`src/stq_pkg.sv`:
```
// Shared types and constants of the sorted timer delay queue.
package stq_pkg;

    // Default size of the timer pool.
    localparam int unsigned ENTRIES_DEF = 12;

    localparam int unsigned TIME_W = 32;
    localparam int unsigned TASK_W = 8;

    // Input operation codes.
    typedef enum logic [1:0] {
        OP_TICK  = 2'd0,
        OP_QUERY = 2'd1,
        OP_DELAY = 2'd2,
        OP_UNTIL = 2'd3
    } t_op;

    // Result kind codes.
    typedef enum logic [1:0] {
        KIND_TIME   = 2'd0,
        KIND_WAKE   = 2'd1,
        KIND_ACCEPT = 2'd2,
        KIND_FULL   = 2'd3
    } t_kind;

    // Input item.
    typedef struct packed {
        logic [1:0]        operation;
        logic [TASK_W-1:0] task_id;
        logic [TIME_W-1:0] amount;
    } t_in_item;

    // Result item.
    typedef struct packed {
        logic [1:0]        kind;
        logic [TASK_W-1:0] task_id_out;
        logic [TIME_W-1:0] time_value;
        logic              last;
    } t_out_item;

    // Contents of one timer cell.
    typedef struct packed {
        logic              valid;
        logic [TIME_W-1:0] deadline;
        logic [TASK_W-1:0] owner;
    } t_entry;

    // Command broadcast to every cell of the chain.
    typedef struct packed {
        logic insert;
        logic pop;
    } t_cell_cmd;

endpackage

```
`src/stq_cell.sv`:
```
// One cell of the sorted timer chain: holds one timer and shifts with its neighbors.
module stq_cell (
    input  logic                      i_clk,
    input  logic                      i_rst_n,
    input  stq_pkg::t_cell_cmd        i_cmd,
    input  logic [stq_pkg::TIME_W-1:0] i_cmp,
    input  stq_pkg::t_entry           i_new,
    input  stq_pkg::t_entry           i_left,
    input  logic                      i_left_le,
    input  stq_pkg::t_entry           i_right,
    output stq_pkg::t_entry           o_entry,
    output logic                      o_le
);

    logic                       r_valid;
    logic [stq_pkg::TIME_W-1:0] r_deadline;
    logic [stq_pkg::TASK_W-1:0] r_owner;
    stq_pkg::t_entry            n_entry;

    // A valid timer at or below the compare value stays ahead of it.
    assign o_le = r_valid && (r_deadline <= i_cmp);

    assign o_entry.valid    = r_valid;
    assign o_entry.deadline = r_deadline;
    assign o_entry.owner    = r_owner;

    // Insert keeps, takes the new timer, or shifts right; pop shifts left.
    always_comb begin
        n_entry = o_entry;
        if (i_cmd.insert) begin
            if (!o_le) begin
                if (i_left_le) begin
                    n_entry = i_new;
                end else begin
                    n_entry = i_left;
                end
            end
        end else if (i_cmd.pop) begin
            n_entry = i_right;
        end
    end

    // Valid flag is control state; the payload needs no reset.
    always_ff @(posedge i_clk) begin
        if (!i_rst_n) begin
            r_valid <= 1'b0;
        end else begin
            r_valid <= n_entry.valid;
        end
    end

    always_ff @(posedge i_clk) begin
        r_deadline <= n_entry.deadline;
        r_owner    <= n_entry.owner;
    end

endmodule

```
`src/sorted_timer_delay_queue.sv`:
```
// Top level of the sorted timer delay queue: control, tick counter and cell chain.
//
// Input items arrive on i_in_valid / o_in_ready with payload i_in_item, and
// result items leave on o_out_valid / i_out_ready with payload o_out_item.
// A time query, delay or delay-until is answered through the output register:
// a delay lands in its sorted place in the cell chain, unless the pool is
// full, at the same edge that registers its result, so the result is on the
// output in the cycle after acceptance. A tick advances the count, then the
// head of the chain is popped once per released timer; the wake-up results
// leave in deadline order and the final one carries last. A tick with
// nothing due gives no result and frees the block. Outside ticks, a new item
// may be accepted every cycle while the output register is free or emptied.
// The input is taken only while no tick is draining and the output register
// is free or is being emptied; a stalled receiver holds the drain in place.
// Reset clears the tick count and empties the pool; the timer payloads are
// not cleared, as only valid cells are ever read.
module sorted_timer_delay_queue #(
    parameter int unsigned ENTRIES = stq_pkg::ENTRIES_DEF
) (
    input  logic               i_clk,
    input  logic               i_rst_n,
    input  logic               i_in_valid,
    output logic               o_in_ready,
    input  stq_pkg::t_in_item  i_in_item,
    output logic               o_out_valid,
    input  logic               i_out_ready,
    output stq_pkg::t_out_item o_out_item
);

    typedef enum logic [1:0] {
        S_IDLE  = 2'b01,
        S_DRAIN = 2'b10
    } t_state;

    t_state                     r_state, n_state;
    logic [stq_pkg::TIME_W-1:0] r_count, n_count;
    logic                       r_out_valid, n_out_valid;
    stq_pkg::t_out_item         r_out_item, n_out_item;

    stq_pkg::t_entry            cell_q [ENTRIES];
    logic                       cell_le [ENTRIES];
    stq_pkg::t_cell_cmd         cmd;
    stq_pkg::t_entry            new_entry;
    stq_pkg::t_entry            empty_entry;
    logic [stq_pkg::TIME_W-1:0] ins_deadline;
    logic [stq_pkg::TIME_W-1:0] cmp_value;
    logic                       accept;
    logic                       slot_free;
    logic                       pool_full;
    logic                       is_delay;

    assign slot_free  = !r_out_valid || i_out_ready;
    assign o_in_ready = (r_state == S_IDLE) && slot_free;
    assign accept     = i_in_valid && o_in_ready;
    assign pool_full  = cell_q[ENTRIES-1].valid;
    assign is_delay   = (i_in_item.operation == stq_pkg::OP_DELAY)
                     || (i_in_item.operation == stq_pkg::OP_UNTIL);

    // Deadline of a new timer: relative to the count or absolute.
    assign ins_deadline = (i_in_item.operation == stq_pkg::OP_DELAY)
                        ? r_count + i_in_item.amount : i_in_item.amount;

    // Cells compare against the count while draining, else the new deadline.
    assign cmp_value = (r_state == S_DRAIN) ? r_count : ins_deadline;

    assign new_entry.valid    = 1'b1;
    assign new_entry.deadline = ins_deadline;
    assign new_entry.owner    = i_in_item.task_id;

    assign empty_entry.valid    = 1'b0;
    assign empty_entry.deadline = '0;
    assign empty_entry.owner    = '0;

    // Chain commands: insert on an accepted delay while the pool is not full, pop on each wake-up sent.
    assign cmd.insert = accept && is_delay && !pool_full;
    assign cmd.pop    = (r_state == S_DRAIN) && cell_le[0] && slot_free;

    // Row of timer cells; cell 0 is the head, the earliest deadline.
    for (genvar g = 0; g < ENTRIES; g++) begin : g_cell
        stq_cell u_cell (
            .i_clk     (i_clk),
            .i_rst_n   (i_rst_n),
            .i_cmd     (cmd),
            .i_cmp     (cmp_value),
            .i_new     (new_entry),
            .i_left    ((g == 0) ? empty_entry : cell_q[(g == 0) ? 0 : g-1]),
            .i_left_le ((g == 0) ? 1'b1 : cell_le[(g == 0) ? 0 : g-1]),
            .i_right   ((g == ENTRIES-1) ? empty_entry
                                         : cell_q[(g == ENTRIES-1) ? g : g+1]),
            .o_entry   (cell_q[g]),
            .o_le      (cell_le[g])
        );
    end

    // Control, tick counter and output register next values.
    always_comb begin
        n_state     = r_state;
        n_count     = r_count;
        n_out_valid = r_out_valid && !i_out_ready;
        n_out_item  = r_out_item;
        unique case (r_state)
            S_IDLE: begin
                if (accept) begin
                    unique case (i_in_item.operation)
                        stq_pkg::OP_TICK: begin
                            n_count = r_count + 1'b1;
                            n_state = S_DRAIN;
                        end
                        stq_pkg::OP_QUERY: begin
                            n_out_valid             = 1'b1;
                            n_out_item.kind         = stq_pkg::KIND_TIME;
                            n_out_item.task_id_out  = i_in_item.task_id;
                            n_out_item.time_value   = r_count;
                            n_out_item.last         = 1'b1;
                        end
                        default: begin
                            n_out_valid             = 1'b1;
                            n_out_item.kind         = pool_full ? stq_pkg::KIND_FULL
                                                                : stq_pkg::KIND_ACCEPT;
                            n_out_item.task_id_out  = i_in_item.task_id;
                            n_out_item.time_value   = r_count;
                            n_out_item.last         = 1'b1;
                        end
                    endcase
                end
            end
            S_DRAIN: begin
                if (!cell_le[0]) begin
                    n_state = S_IDLE;
                end else if (slot_free) begin
                    n_out_valid            = 1'b1;
                    n_out_item.kind        = stq_pkg::KIND_WAKE;
                    n_out_item.task_id_out = cell_q[0].owner;
                    n_out_item.time_value  = r_count;
                    n_out_item.last        = !cell_le[1];
                    if (!cell_le[1]) begin
                        n_state = S_IDLE;
                    end
                end
            end
            default: begin
                n_state = S_IDLE;
            end
        endcase
    end

    always_ff @(posedge i_clk) begin
        if (!i_rst_n) begin
            r_state     <= S_IDLE;
            r_count     <= '0;
            r_out_valid <= 1'b0;
        end else begin
            r_state     <= n_state;
            r_count     <= n_count;
            r_out_valid <= n_out_valid;
        end
    end

    always_ff @(posedge i_clk) begin
        r_out_item <= n_out_item;
    end

    assign o_out_valid = r_out_valid;
    assign o_out_item  = r_out_item;

endmodule
```
`config.mk`:
```
export PLATFORM = sky130hd
export DESIGN_NAME = sorted_timer_delay_queue
export DESIGN_NICKNAME = d
export VERILOG_FILES = /design/src/stq_pkg.sv /design/src/stq_cell.sv /design/src/sorted_timer_delay_queue.sv
export SDC_FILE = /design/constraint.sdc
export NUM_CORES = 2
export LEC_CHECK = 0
export ABC_AREA = 1
export BUFFER_PORTS_ARGS = -buffer_cell sky130_fd_sc_hd__buf_2
export CAP_MARGIN = 20
export CORE_MARGIN = 3
export CORE_UTILIZATION = 50
export CTS_CLUSTER_SIZE = 40
export DETAILED_ROUTE_END_ITERATION = 8
export PLACE_DENSITY_LB_ADDON = 0.12
export SYNTH_ARGS = -nofsm -noshare
export SYNTH_HDL_FRONTEND = slang
export SYNTH_SLANG_ARGS = --single-unit
```
`constraint.sdc`:
```
create_clock -name i_clk -period 10.55 [get_ports i_clk]
set_input_delay 1.055 -clock i_clk [delete_from_list [all_inputs] [get_ports i_clk]]
set_output_delay 1.055 -clock i_clk [all_outputs]
set_load 0.005 [all_outputs]
```
==> impl_metrics.toml <==
[route]
wl_um = 127000
drt-pass1-iter-count = 5
avgViaCountPerCell = 5.90
ant_nets = 0
drc = 0
wl_per_cell_um = 22.4
drtIter0Drc = 3706
vias = 33339

[clock_network]
root_buffer = "clkbuf_16"
post_cts_resized = 0
clockBufferDepth = 3
holdBufCountCts = 0
cts_made_buffers = 68
cts.clk_slew.worst_paths_ns = 0.06
postCtsSetupBuffers = 0
cts_sinks = 570
clk_latency_ns = 0.62
h-tree-depth = 3
cts_tree = "yes"

[pwr]
p_sw_mw = 3.97
swShare = 0.405
p_leak_nw = 19.6
comb_power_share = 0.391
p_int_mw = 5.84
pwr-share-seq = 0.374
power.density_nw_per_um2 = 238
power_frac_clock = 0.235
peakVddDrop_v = 0.000164

[yosys]
ys_async_sr_fraction = 0
post-synth-top-count-cell = "nand2_1"
synth-seq-cells = 570
syn_avg_cell_area_sq_um = 8.22
synth_edf_count = 523
ys.flop_type = "edfxtp_1"
syn-num-nets = 5012
yosysUniqueCellTypes = 64
yosysWarnings = 0
synthCells = 4579
ys_top_cells_by_count = "nand2_1, edfxtp_1, o21ai_0"
synth_area_leaders = "edfxtp_1, nand2_1, ha_1"
ys_seq_area_frac = 0.442
yosys.area.top_type = "edfxtp_1"
syn_area_sq_um = 37600
yosys.area.top_type_share = 0.417

[finish]
final_util = 0.560
nNetsFinal = 5071
drive_gt1_frac = 0.0838
diodes = 0
fillers = 6824
areaGrowthSynthToFinish_pct = 9.65

[worst_setup_path]
crit_family = "simple AND/OR/NAND/NOR gates"
slowest_stage = "buf_4"
end_kind = "flop"
path_max_fanout = 41
slowest_delay_ns = 0.51
critical_path_arrival_ns = 7.09
crit_top_cell = "nand2_1"
critPathLaunchType = "primary input"
path_buf_inv = 7
crit_required_ns = 10.79
worstSetupPathType = "primary input to flop"

[die]
die_h_um = 280
die_w_um = 280
die_area_sq_um = 78600
core_area_sq_um = 73700
start_util = 0.511
placement_rows = 99
ios = 91

[global_route]
gr-usage-all-layers = 0.320
grt_pass1_vias = 31092
grt_pass1_wl_um = 191000
grt_overflow_total = 0
antenna_found_initial = 1
grt_max_degree = 152

[timing]
fmax_mhz = 146
drv_slew = 0
tns_ns = 0
rsz0062_at_grt = "no"
hold_ws_ns = 0.492
tightest_slew_ns = 1.03
slew_headroom = 0.310
fin_crit_ns = 6.84
setup_viol = 0
finalHoldViolCount = 0
clock_skew_ns = 0.0249
min_period_over_period = 0.649

[place]
gp_congestion = 0.942
hpwl_um = 92700
portBuffers = 90

[min_path]
hp-class = "flop to flop"

[job]
maxCapViolations = 0

[run_status]
status = "finished, final reports clean"
==> worst paths after layout <==
check          startpoint                              to  slack, ns  depth (start not counted)
max          i_in_item[0]  g_cell[0].u_cell.r_deadline[1]       3.71                         32
min           r_count[31]                  o_out_item[32]       0.49                          0
max reg2reg    r_count[0]  g_cell[0].u_cell.r_deadline[1]       3.84                         31
min reg2reg   r_count[31]                  o_out_item[32]       0.49                          0
==> cells by family after synthesis <==
kind of cell	synth area share
XOR/XNOR	0.00396
adder cells (fa/ha/maj)	0.129
AO/OA/AOI/OAI	0.135
buffers and inverters	0.0524
AND/OR/NAND/NOR	0.237
multiplexers	0.000532
flip-flops	0.442
==> routing by layer <==
| layer | GRT usage | vias up | part of all wire |
|---|---|---|---|
| met3 | 0.0740 | 203 | 0.11 |
| li1 | - | 15807 | - |
| met1 | 0.472 | 15690 | 0.44 |
| met5 | 0 | - | 0 |
| met4 | 0.0895 | 0 | 0.029 |
| met2 | 0.470 | 1639 | 0.42 |
==> sequential cells by signal (all words and copies together), names as in the netlist <==
name / count
g_cell.u_cell.r_deadline: 384
g_cell.u_cell.r_owner: 96
g_cell.u_cell.r_valid: 12
o_out_item: 43
o_out_valid: 1
r_count: 32
r_state: 2
==> cell usage in the layout, fill, tap and decap left out, types with 8 or more instances in the layout <==
| master | count |
|---|---|
| clkbuf_1 | 21 |
| nor2_1 | 247 |
| ha_1 | 385 |
| o211ai_1 | 8 |
| inv_1 | 278 |
| o21ai_1 | 54 |
| nand2_1 | 1629 |
| xnor2_1 | 8 |
| nand3_2 | 8 |
| dfxtp_1 | 47 |
| o22ai_1 | 61 |
| xor2_1 | 9 |
| clkbuf_16 | 71 |
| a22oi_1 | 13 |
| a21oi_1 | 284 |
| inv_2 | 13 |
| o21a_1 | 15 |
| edfxtp_1 | 523 |
| o21ai_0 | 449 |
| a21o_1 | 21 |
| or2_2 | 39 |
| nand3_1 | 90 |
| a211oi_1 | 9 |
| buf_2 | 90 |
| clkinv_2 | 11 |
| nor2_2 | 9 |
| clkinv_1 | 12 |
| nand2_2 | 28 |
| buf_4 | 71 |
| nor3_1 | 43 |
| nand4_1 | 49 |
==> area by class of cell <==
type / instances / area [sq um] / share of cell area
repair buffers: 166 / 1080 / 0.0263
clock buffers: 96 / 1910 / 0.0463
well taps: 959 / 1200 / 0.0291
flip-flops and latches: 570 / 16600 / 0.403
inverters: 296 / 1120 / 0.0272
multi-input cells: 3536 / 19100 / 0.463
clock inverters: 28 / 204 / 0.00494
==> power by group through the flow <==
stage / Sequential (mW) / Combinational, mW / Clock (mW)
2_1_floorplan: 3.58 / 2.54 / 0
3_3_place_gp: 3.70 / 3.66 / 0
3_5_place_dp: 3.70 / 3.75 / 0
4_1_cts: 3.66 / 3.76 / 2.33
5_1_grt: 3.72 / 4.32 / 2.40
6_report: 3.67 / 3.84 / 2.31
==> metrics by stage <==
stage	instance area [sq um]	std cells	total power, mW	worst slack (ns)
2_1_floorplan	37600	4579	6.12	2.69
3_3_place_gp	39100	5524	7.36	3.35
3_5_place_dp	39100	5524	7.44	3.27
4_1_cts	41200	5648	9.75	3.87
5_1_grt	41300	5651	10.4	3.36
6_report	41300	5651	9.82	3.71
Power figures use the tool's default switching activity.
